### src/rtl/sorted_list_engine_assert.svh
// ----------------------------------------------------------------------------
// sorted_list_engine_assert.svh
// Assertion macros shared by the sorted list engine RTL.
// ----------------------------------------------------------------------------
`ifndef SORTED_LIST_ENGINE_ASSERT_SVH
`define SORTED_LIST_ENGINE_ASSERT_SVH

// Same-cycle implication, sampled on clk, off while in reset.
`define SLE_ASSERT_NOW(label, ante, cons, msg) \
    label: assert property (@(posedge clk) disable iff (!rst_n) (ante) |-> (cons)) \
        else $error(msg);

// Next-cycle implication, sampled on clk, off while in reset.
`define SLE_ASSERT_NEXT(label, ante, cons, msg) \
    label: assert property (@(posedge clk) disable iff (!rst_n) (ante) |=> (cons)) \
        else $error(msg);

`endif

### src/rtl/sle_pkg.sv
// ----------------------------------------------------------------------------
// sle_pkg
// Shared sizes, codes and types of the sorted list engine.
// ----------------------------------------------------------------------------
package sle_pkg;

    localparam int DEPTH       = 64;
    localparam int VALUE_WIDTH = 16;
    localparam int IDX_W       = $clog2(DEPTH);
    localparam int CNT_W       = $clog2(DEPTH + 1);

    typedef logic [VALUE_WIDTH-1:0] value_t;
    typedef logic [CNT_W-1:0]       cnt_t;
    typedef logic [IDX_W-1:0]       idx_t;

    typedef enum logic [2:0] {
        REQ_INSERT   = 3'd0,
        REQ_REMOVE   = 3'd1,
        REQ_READ     = 3'd2,
        REQ_CONTAINS = 3'd3,
        REQ_COUNT    = 3'd4,
        REQ_CLEAR    = 3'd5
    } req_t;

    typedef enum logic [1:0] {
        ST_OK        = 2'd0,
        ST_NOT_FOUND = 2'd1,
        ST_RANGE     = 2'd2,
        ST_FULL      = 2'd3
    } status_t;

    // Per-cycle command broadcast to every cell.
    typedef struct packed {
        logic rotate;   // shift toward cell 0, wrap at the end
        logic ins;      // open a slot and drop the operand in
        logic rem;      // close the slot at the first match
    } cell_ctl_t;

endpackage

### src/rtl/sle_cell.sv
// ----------------------------------------------------------------------------
// sle_cell
// One list slot: holds an entry, compares it to the operand and moves data
// to or from its neighbors.
// ----------------------------------------------------------------------------
module sle_cell
    import sle_pkg::*;
(
    input  logic      clk,
    input  cell_ctl_t ctl,
    input  value_t    v,
    input  logic      valid,
    input  value_t    prev_entry,
    input  logic      prev_lt,
    input  value_t    next_entry,
    output value_t    entry,
    output logic      lt
);

    value_t entry_reg;

    assign entry = entry_reg;
    assign lt    = valid && (entry_reg < v);

    always_ff @(posedge clk)
    begin
        if (ctl.rotate)
        begin
            entry_reg <= next_entry;
        end
        else if (ctl.ins && !lt)
        begin
            // first slot not below the operand takes it, the rest shift up
            entry_reg <= prev_lt ? v : prev_entry;
        end
        else if (ctl.rem && !lt)
        begin
            entry_reg <= next_entry;
        end
    end

endmodule

### src/rtl/sorted_list_engine.sv
// ----------------------------------------------------------------------------
// sorted_list_engine
// Ascending list of values with duplicates, kept in a chain of cells.
// ----------------------------------------------------------------------------
// Usage:
//   A request transaction (req_type, value, index) is taken on a rising edge
//   with start high and busy low. busy stays high until the result is out.
//   Each result is on status/read_value/found/match_count/occupancy for
//   exactly one cycle while done is high; the receiver cannot stall, so the
//   result is gone after that cycle.
// Sequence (accept edge to the cycle done is high):
//   insert, clear, unused codes: from idle straight to the update state.
//   remove, read, contains, count: a scan state first; the list rotates
//   once through the whole chain past cell 0, where one value comparator
//   gathers match and count and the entry at the requested index is read;
//   rotating all DEPTH cells puts every entry back in its slot before the update.
// Requests do not overlap: the next start can be taken at the
//   rising edge that ends the cycle in which done is high.
// Insert and remove update all cells at once in the update state: each
//   cell compares its entry to the operand and takes data from a neighbor.
// Reset: the list is empty (occupancy zero), busy and done are low. Cell
//   contents are not reset; slots at or above the fill count are never read.
// ----------------------------------------------------------------------------
`include "sorted_list_engine_assert.svh"

module sorted_list_engine
    import sle_pkg::*;
(
    input  logic       clk,
    input  logic       rst_n,
    input  logic       start,
    output logic       busy,
    input  logic [2:0] req_type,
    input  value_t     value,
    input  idx_t       index,
    output logic       done,
    output logic [1:0] status,
    output value_t     read_value,
    output logic       found,
    output cnt_t       match_count,
    output cnt_t       occupancy
);

    typedef enum logic [1:0] {
        S_IDLE,
        S_SCAN,
        S_ACT
    } state_t;

    state_t    state_reg;
    req_t      op_reg;
    value_t    v_reg;
    idx_t      idx_reg;
    idx_t      scan_reg;
    cnt_t      fill_reg;
    logic      hit_reg;
    cnt_t      cnt_reg;
    value_t    rd_reg;
    logic      rd_hit_reg;

    logic      done_reg;
    status_t   status_reg;
    value_t    read_value_reg;
    logic      found_reg;
    cnt_t      match_reg;

    value_t    cell_val [DEPTH];
    logic      cell_lt  [DEPTH];
    logic      cell_valid [DEPTH];
    cell_ctl_t ctl;

    logic      accept;
    logic      head_valid;
    logic      head_eq;
    logic      list_full;

    assign accept     = start && (state_reg == S_IDLE);
    assign busy       = (state_reg != S_IDLE);
    assign head_valid = ({1'b0, scan_reg} < fill_reg);
    assign head_eq    = head_valid && (cell_val[0] == v_reg);
    assign list_full  = (fill_reg == CNT_W'(DEPTH));

    assign done        = done_reg;
    assign status      = status_reg;
    assign read_value  = read_value_reg;
    assign found       = found_reg;
    assign match_count = match_reg;
    assign occupancy   = fill_reg;

    // Cell commands.
    always_comb
    begin
        ctl        = '0;
        ctl.rotate = (state_reg == S_SCAN);
        if (state_reg == S_ACT)
        begin
            ctl.ins = (op_reg == REQ_INSERT) && !list_full;
            ctl.rem = (op_reg == REQ_REMOVE) && hit_reg;
        end
    end

    // Chain of cells; cell 0 sees a "below" sentinel on its lower side.
    for (genvar i = 0; i < DEPTH; i++)
    begin : g_cell
        value_t prev_entry;
        logic   prev_lt;

        if (i == 0)
        begin : g_head
            assign prev_entry = cell_val[0];
            assign prev_lt    = 1'b1;
        end
        else
        begin : g_body
            assign prev_entry = cell_val[i-1];
            assign prev_lt    = cell_lt[i-1];
        end

        assign cell_valid[i] = (CNT_W'(i) < fill_reg);

        sle_cell u_cell (
            .clk        (clk),
            .ctl        (ctl),
            .v          (v_reg),
            .valid      (cell_valid[i]),
            .prev_entry (prev_entry),
            .prev_lt    (prev_lt),
            .next_entry (cell_val[(i + 1) % DEPTH]),
            .entry      (cell_val[i]),
            .lt         (cell_lt[i])
        );
    end

    always_ff @(posedge clk or negedge rst_n)
    begin
        if (!rst_n)
        begin
            state_reg      <= S_IDLE;
            fill_reg       <= '0;
            done_reg       <= 1'b0;
            op_reg         <= REQ_INSERT;
            v_reg          <= '0;
            idx_reg        <= '0;
            scan_reg       <= '0;
            hit_reg        <= 1'b0;
            cnt_reg        <= '0;
            rd_reg         <= '0;
            rd_hit_reg     <= 1'b0;
            status_reg     <= ST_OK;
            read_value_reg <= '0;
            found_reg      <= 1'b0;
            match_reg      <= '0;
        end
        else
        begin
            done_reg <= 1'b0;
            case (state_reg)
                S_IDLE:
                begin
                    if (accept)
                    begin
                        op_reg     <= req_t'(req_type);
                        v_reg      <= value;
                        idx_reg    <= index;
                        scan_reg   <= '0;
                        hit_reg    <= 1'b0;
                        cnt_reg    <= '0;
                        rd_reg     <= '0;
                        rd_hit_reg <= 1'b0;
                        if (req_type inside {REQ_REMOVE, REQ_READ, REQ_CONTAINS, REQ_COUNT})
                        begin
                            state_reg <= S_SCAN;
                        end
                        else
                        begin
                            state_reg <= S_ACT;
                        end
                    end
                end

                S_SCAN:
                begin
                    // cell 0 holds the entry at position scan_reg
                    if (head_eq)
                    begin
                        hit_reg <= 1'b1;
                        cnt_reg <= cnt_reg + 1'b1;
                    end
                    if (head_valid && (scan_reg == idx_reg))
                    begin
                        rd_reg     <= cell_val[0];
                        rd_hit_reg <= 1'b1;
                    end
                    scan_reg <= scan_reg + 1'b1;
                    if (scan_reg == IDX_W'(DEPTH - 1))
                    begin
                        state_reg <= S_ACT;
                    end
                end

                S_ACT:
                begin
                    status_reg     <= ST_OK;
                    read_value_reg <= '0;
                    found_reg      <= 1'b0;
                    match_reg      <= '0;
                    case (op_reg)
                        REQ_INSERT:
                        begin
                            if (list_full)
                            begin
                                status_reg <= ST_FULL;
                            end
                            else
                            begin
                                fill_reg <= fill_reg + 1'b1;
                            end
                        end
                        REQ_REMOVE:
                        begin
                            if (hit_reg)
                            begin
                                fill_reg <= fill_reg - 1'b1;
                            end
                            else
                            begin
                                status_reg <= ST_NOT_FOUND;
                            end
                        end
                        REQ_READ:
                        begin
                            if (rd_hit_reg)
                            begin
                                read_value_reg <= rd_reg;
                            end
                            else
                            begin
                                status_reg <= ST_RANGE;
                            end
                        end
                        REQ_CONTAINS:
                        begin
                            found_reg <= hit_reg;
                        end
                        REQ_COUNT:
                        begin
                            match_reg <= cnt_reg;
                        end
                        REQ_CLEAR:
                        begin
                            fill_reg <= '0;
                        end
                        default:
                        begin
                        end
                    endcase
                    done_reg  <= 1'b1;
                    state_reg <= S_IDLE;
                end

                default:
                begin
                    state_reg <= S_IDLE;
                end
            endcase
        end
    end

    `SLE_ASSERT_NEXT(a_done_pulse, done, !done, "done held for more than one cycle")
    `SLE_ASSERT_NOW(a_fill_bound, 1'b1, fill_reg <= CNT_W'(DEPTH), "fill count above depth")
    `SLE_ASSERT_NEXT(a_accept_busy, accept, busy && !done, "accepted request not in progress")
    `SLE_ASSERT_NEXT(a_insert_grow, ctl.ins, fill_reg == $past(fill_reg) + 1'b1, "no growth")

endmodule

### config.mk
export PLATFORM = sky130hd
export DESIGN_NAME = sorted_list_engine
export DESIGN_NICKNAME = d
export VERILOG_FILES = /design/src/rtl/sle_pkg.sv /design/src/rtl/sle_cell.sv /design/src/rtl/sorted_list_engine.sv
export VERILOG_INCLUDE_DIRS = /design/src /design/src/rtl
export SDC_FILE = /design/constraint.sdc
export NUM_CORES = 2
export LEC_CHECK = 0
export ABC_AREA = 1
export BUFFER_PORTS_ARGS = -buffer_cell sky130_fd_sc_hd__buf_2
export CORE_MARGIN = 5
export CORE_UTILIZATION = 34
export CTS_CLUSTER_DIAMETER = 150
export DETAILED_ROUTE_END_ITERATION = 10
export GPL_ROUTABILITY_DRIVEN = 1
export PLACE_DENSITY = 0.51
export SLEW_MARGIN = 10
export SYNTH_ARGS = -nofsm -noshare
export SYNTH_HDL_FRONTEND = slang
export SYNTH_SLANG_ARGS = --single-unit
### constraint.sdc
create_clock -name clk -period 4.9 [get_ports clk]
set_clock_uncertainty 0.2 [all_clocks]
set_input_delay 0.98 -clock clk [delete_from_list [all_inputs] [get_ports clk]]
set_output_delay 0.98 -clock clk [all_outputs]
set_load 0.1 [all_outputs]
* After elaboration in Yosys (flattened, before gate mapping)
Cells that the tools add are included.
Storage, ports and cells: output and inout port bits 35, input port bits 28, register bits 1116
Operators by class: magnitude comparators 129, multiplexer cells 285, add/sub/neg operators 4, eq/ne operators 21, reduce and logical (&&, ||, !) cells 338
Operators with widths (count):
- 16-bit 2-to-1 mux | 259
- 16-bit less-than comparator | 64
- 6-bit by 7-bit less-than comparator with 1-bit output, first input constant | 32
- 1-bit logical AND | 197
- 3-bit nonzero test | 65
- 5-bit by 7-bit less-than comparator with 1-bit output, first input constant | 16
- 1-bit zero test | 65
- 4-bit by 7-bit less-than comparator with 1-bit output, first input constant | 8
- 7-bit 2-to-1 mux | 5
- 16-bit case mux with 2 select lines | 1
- 3-bit by 7-bit less-than comparator with 1-bit output, first input constant | 4
- 7-bit case mux with 3 select lines | 1
- 16-bit equality test | 1
- 7-bit by 1-bit adder with 7-bit output, second input constant | 2
- 1-bit by 7-bit less-than comparator with 1-bit output, first input constant | 2
- 2-bit by 7-bit less-than comparator with 1-bit output, first input constant | 2
- 7-bit case mux with 2 select lines | 1
- 3-bit by 2-bit equality test with 1-bit output, second input constant | 4
- 2-bit 2-to-1 mux | 6
- 6-bit case mux with 2 select lines | 1
- 3-bit equality test, second input constant | 3
- 7-bit equality test, second input constant | 1
- 6-bit by 7-bit less-than comparator with 1-bit output | 1
- 7-bit by 1-bit subtractor with 7-bit output, second input constant | 1
- other kinds (20) | 35

* Longest topological paths before layout
word-level depth 8, mapped depth 17, mapped depth without buffers 14

* Cells and area by module
Synthesis repeated with hierarchy kept, for this count alone.
Second synthesis, totals: cells, all modules 11947, area, all modules 89425.8 µm²
Modules (own cells, without submodules):
- sle_cell | instances 64, area an instance 1311.3 µm², cells an instance 175
- sorted_list_engine | instances 1, area an instance 5505.3 µm², cells an instance 747

* Worst setup path before layout
No wires, ideal clock.
kind flip-flop to flip-flop, from register v_reg[15], to register g_cell[55].u_cell.entry_reg[0], enable pin, path slack 682 ps, required time 4328 ps, setup time 372 ps, buffers on the path 3, stages on the path, launching flop included 12, data arrival time 3647 ps, period minus slack after synthesis 4218 ps, cells stage by stage dfrtp_1 -> clkbuf_1 -> clkbuf_1 -> inv_1 -> ha_1 -> nand2_1 -> nor4_1 -> nand2_1 -> nand2_1 -> clkbuf_1 -> nand2_1 -> nand2_1
On the way: longest elaborated chain between the ends 5, elaborated cells on any way between the ends 6
RTL lines:
- start, declared | RTL line sorted_list_engine.sv:52 | value_t v_reg;
- start signal, assigned | RTL line sorted_list_engine.sv:163 | v_reg <= value;
- 16-bit less-than comparator (*) | RTL line sle_cell.sv:23 | assign lt = valid && (entry_reg < v);
- 1-bit logical AND (*) | RTL line sle_cell.sv:23
- 1-bit zero test (*) | RTL line sle_cell.sv:31, sle_cell.sv:36
- 1-bit logical AND (on tied branches) | RTL line sle_cell.sv:36, sle_cell.sv:31
- 3-bit nonzero test (no source line) (*)
- end signal, assigned | RTL line sle_cell.sv:29 | entry_reg <= next_entry;
- end signal, assigned | RTL line sle_cell.sv:34 | entry_reg <= prev_lt ? v : prev_entry;
- end signal, assigned | RTL line sle_cell.sv:38 | entry_reg <= next_entry;
- end, declared | RTL line sle_cell.sv:20 | value_t entry_reg;
Every way passes the cells marked *; elsewhere a longest branch is shown, timed or not. A chain may end at the register's enable or synchronous reset.

* Final worst setup path
from register v_reg[13], to register g_cell[34].u_cell.entry_reg[5], data pin
On the way: longest elaborated chain between the ends 6, elaborated cells on any way between the ends 9
RTL lines:
- 16-bit less-than comparator | RTL line sle_cell.sv:23
- 1-bit logical AND | RTL line sle_cell.sv:23
- 1-bit zero test | RTL line sle_cell.sv:31 | else if (ctl.ins && !lt)
- 1-bit logical AND | RTL line sle_cell.sv:31
- 16-bit 2-to-1 mux (*) | RTL line sle_cell.sv:31
- 16-bit 2-to-1 mux (*) | RTL line sle_cell.sv:27 | if (ctl.rotate)
- end signal, assigned | RTL line sle_cell.sv:29
- end signal, assigned | RTL line sle_cell.sv:34
- end signal, assigned | RTL line sle_cell.sv:38
- end, declared | RTL line sle_cell.sv:20
Marks and branches as above.

==> flow_summary.toml <==
[clock_tree]
cts_tree = "built"
clk_latency_ps = 830
clk_pin_slew_ps = 60
ctsResizeCount = 0
htreeDepth = 4
clk_path_buf_depth = 3
root_buffer = "clkbuf_16"
clock_sinks = 1116
cts_buffers = 148

[sta]
hold_viol = 0
setup_viol = 0
fmax_mhz = 231
layout_setup_ws_ps = 569
slew_violations = 0
maxSlewHeadroom = 0.180
final.setup.tns_ps = 0
tightest_slew_ps = 1230
fin_hold_ws_ps = 166
rsz0062_at_grt = "false"
period_needed_ps = 4330
period_share = 0.884

[setup_path]
r2r_slack_ps = 570
end_kind = "flip-flop"
crit_fanout = 29
crit_type = "flip-flop to flip-flop"
start_kind = "flip-flop"
cpMostUsedCell = "nand2_1"
crit_chain = "inv_4 > buf_12 > ha_1 > nand2_1 > inv_1 > o21ai_0 > a21boi_0 > nor2_2 > nand2_2 > nand2_2 > inv_2 > nand2_1 > nand2_1"
reg2reg_from = "v_reg[13]$_DFFE_PN0P_"
cpPeakStageDelay_ps = 680
slowest_stage = "dfrtp_4"
rr_worst_depth = 13
cp.required_ps = 5280
timing.rr.end = "g_cell[34].u_cell.entry[5]$_DFFE_PP_"
arrival_ps = 4710

[power_and_ir_drop]
pwr-share-clk = 0.143
p_sw_mw = 39.1
powerDensity_nw_per_um2 = 818
switching_share = 0.507
intPower_mw = 38.1
ir_drop_v = 0.000507
power_frac_seq = 0.328
p_comb_frac = 0.529
p_leak_nw = 47.2

[synth]
synth.area.top_cells = "edfxtp_1 36%, nand2_1 28%, ha_1 14%"
synth_cell_types = 40
synth_area_per_cell_um2 = 7.21
ys.flop_type = "edfxtp_1"
yosys.area.top_type = "edfxtp_1"
synth_top_area_frac = 0.361
yosysMostFrequentCell = "nand2_1"
syn_nets = 12800
synth_warnings = 0
synth-seq-cells = 1116
synthArstFlopShare = 0.0824
syn_inst = 11800
ys_seq_area_frac = 0.388
synth_common_cells = "6418 x nand2_1, 1147 x nand3_1, 1024 x edfxtp_1"
synth_area_um2 = 85200
synth_edf_count = 1024

[finish]
multi_input_area_um2 = 48200
fillCellCount = 26200
largest_register_ffs = 1024
layout-drive-gt1-share = 0.0637
nets = 12700
stdcell_count = 15200
final_cell_area_um2 = 94400
regArea_um2 = 33100
syn_to_final_growth_pct = 10.8

[grt]
grt_use_total = 0.251
antenna_found_initial = 7
grt_pass1_vias = 76500
grt_max_degree = 50
grt_pass1_wl_um = 497000
grt_overflow_total = 0

[die]
die_h_um = 511
start_util = 0.342
io_pins = 63
die_area_um2 = 261000
die_x_um = 511
core_area_um2 = 249000
std_cell_rows = 183

[place]
placed_cell_area_um2 = 89600
dp_hpwl_um = 238000
dp_slack_ps = 650
dp.cells = 14900
portBuffers = 62
place.gp.congestion = 0.946

[route]
route.detailed.drc = 0
avgRoutedWirePerCell_um = 22.2
vias = 80900
drtAntennaViolNets = 0
first_iter_violations = 8037
first_pass_iters = 6
avgViaCountPerCell = 5.33
postRouteWirelength_um = 337000

[worst_hold_path]
min_path_type = "primary input to flip-flop"
holdPathStages = 3
whs_endpoint = "v_reg[4]$_DFFE_PN0P_"
min-delay-start = "value[4]"

[run_status]
status = "completed"

[job]
cap_violations = 0
-- critical path, delay by kind of cell (launching register included) --
kind	cells	cell delay [ps]
AND/OR/NAND/NOR	6	1600
buffers and inverters	4	960
flip-flops	1	680
adder cells (fa/ha/maj)	1	310
AO/OA/AOI/OAI	2	250
-- final cells by class --
class / count / area share
Clock buffer: 193 / 0.0429
Sequential cell: 1116 / 0.351
Tap cell: 3330 / 0.0441
Clock inverter: 73 / 0.00805
Multi-Input combinational cell: 9705 / 0.510
Timing Repair Buffer: 254 / 0.0225
Antenna cell: 1 / 0.0000265
Inverter: 518 / 0.0213
-- how the worst max path moves through the flow --
| stage | start | to | slack, ps | cells after the start |
|---|---|---|---|---|
| finish | v_reg[13]$_DFFE_PN0P_ | g_cell[34].u_cell.entry[5]$_DFFE_PP_ | 570 | 13 |
| global route | v_reg[13]$_DFFE_PN0P_ | g_cell[2].u_cell.entry[4]$_DFFE_PP_ | 320 | 14 |
| floorplan | v_reg[15]$_DFFE_PN0P_ | g_cell[55].u_cell.entry[0]$_DFFE_PP_ | 680 | 11 |
| global placement | v_reg[13]$_DFFE_PN0P_ | g_cell[15].u_cell.entry[12]$_DFFE_PP_ | 770 | 11 |
| CTS | v_reg[13]$_DFFE_PN0P_ | g_cell[34].u_cell.entry[4]$_DFFE_PP_ | 640 | 13 |
| detailed placement | v_reg[13]$_DFFE_PN0P_ | g_cell[34].u_cell.entry[4]$_DFFE_PP_ | 650 | 13 |
-- metrics by stage --
stage	util	power, mW
finish	0.379	77.2
global route	0.379	83.5
CTS	0.379	76.8
detailed placement	0.360	65.6
global placement	0.360	64.2
floorplan	-	48.7
-- layer usage --
layer,GRT usage,wire (um)
met1,0.359,153000
met5,0,12
met2,0.387,145000
met3,0.0388,26600
met4,0.0860,12600
-- logic make-up (layout without fill, tap and decap cells) --
group / after synthesis / after routing / synth area share
AO/OA/AOI/OAI: 577 / 577 / 0.0362
XOR/XNOR: 12 / 12 / 0.00123
adder cells (fa/ha/maj): 971 / 971 / 0.143
buffers and inverters: 1001 / 1038 / 0.0466
flip-flops: 1116 / 1116 / 0.388
other: 0 / 1 / 0
AND/OR/NAND/NOR: 8145 / 8145 / 0.385
-- repair_timing --
action,CTS,global route
hold buffers,1,0
endpoints found under the hold margin,14,0
buffers inserted,0,0
-- cell usage in the layout, fill, tap and decap left out, types with 15 or more instances in the layout --
| cell type | count |
|---|---|
| a21o_1 | 21 |
| a21oi_1 | 349 |
| buf_12 | 29 |
| buf_2 | 61 |
| buf_4 | 163 |
| clkbuf_1 | 32 |
| clkbuf_16 | 152 |
| clkinv_1 | 30 |
| clkinv_2 | 25 |
| dfrtp_1 | 76 |
| dfrtp_4 | 16 |
| edfxtp_1 | 1024 |
| ha_1 | 971 |
| inv_1 | 420 |
| inv_2 | 74 |
| nand2_1 | 6418 |
| nand2_2 | 114 |
| nand3_1 | 1147 |
| nand4_1 | 64 |
| nor2_1 | 229 |
| nor2_2 | 55 |
| nor3_1 | 84 |
| o21a_1 | 15 |
| o21ai_0 | 130 |
| o21ai_1 | 15 |
-- power by group through the flow --
stage	logic, mW	registers [mW]	clock network [mW]
final	40.8	25.3	11.1
after global routing	46.3	25.6	11.6
after CTS	40.5	25.1	11.2
after detailed placement	40.3	25.2	0
after global placement	38.9	25.2	0
after floorplan	27.6	21.2	0
Power figures use the tool's default switching activity.
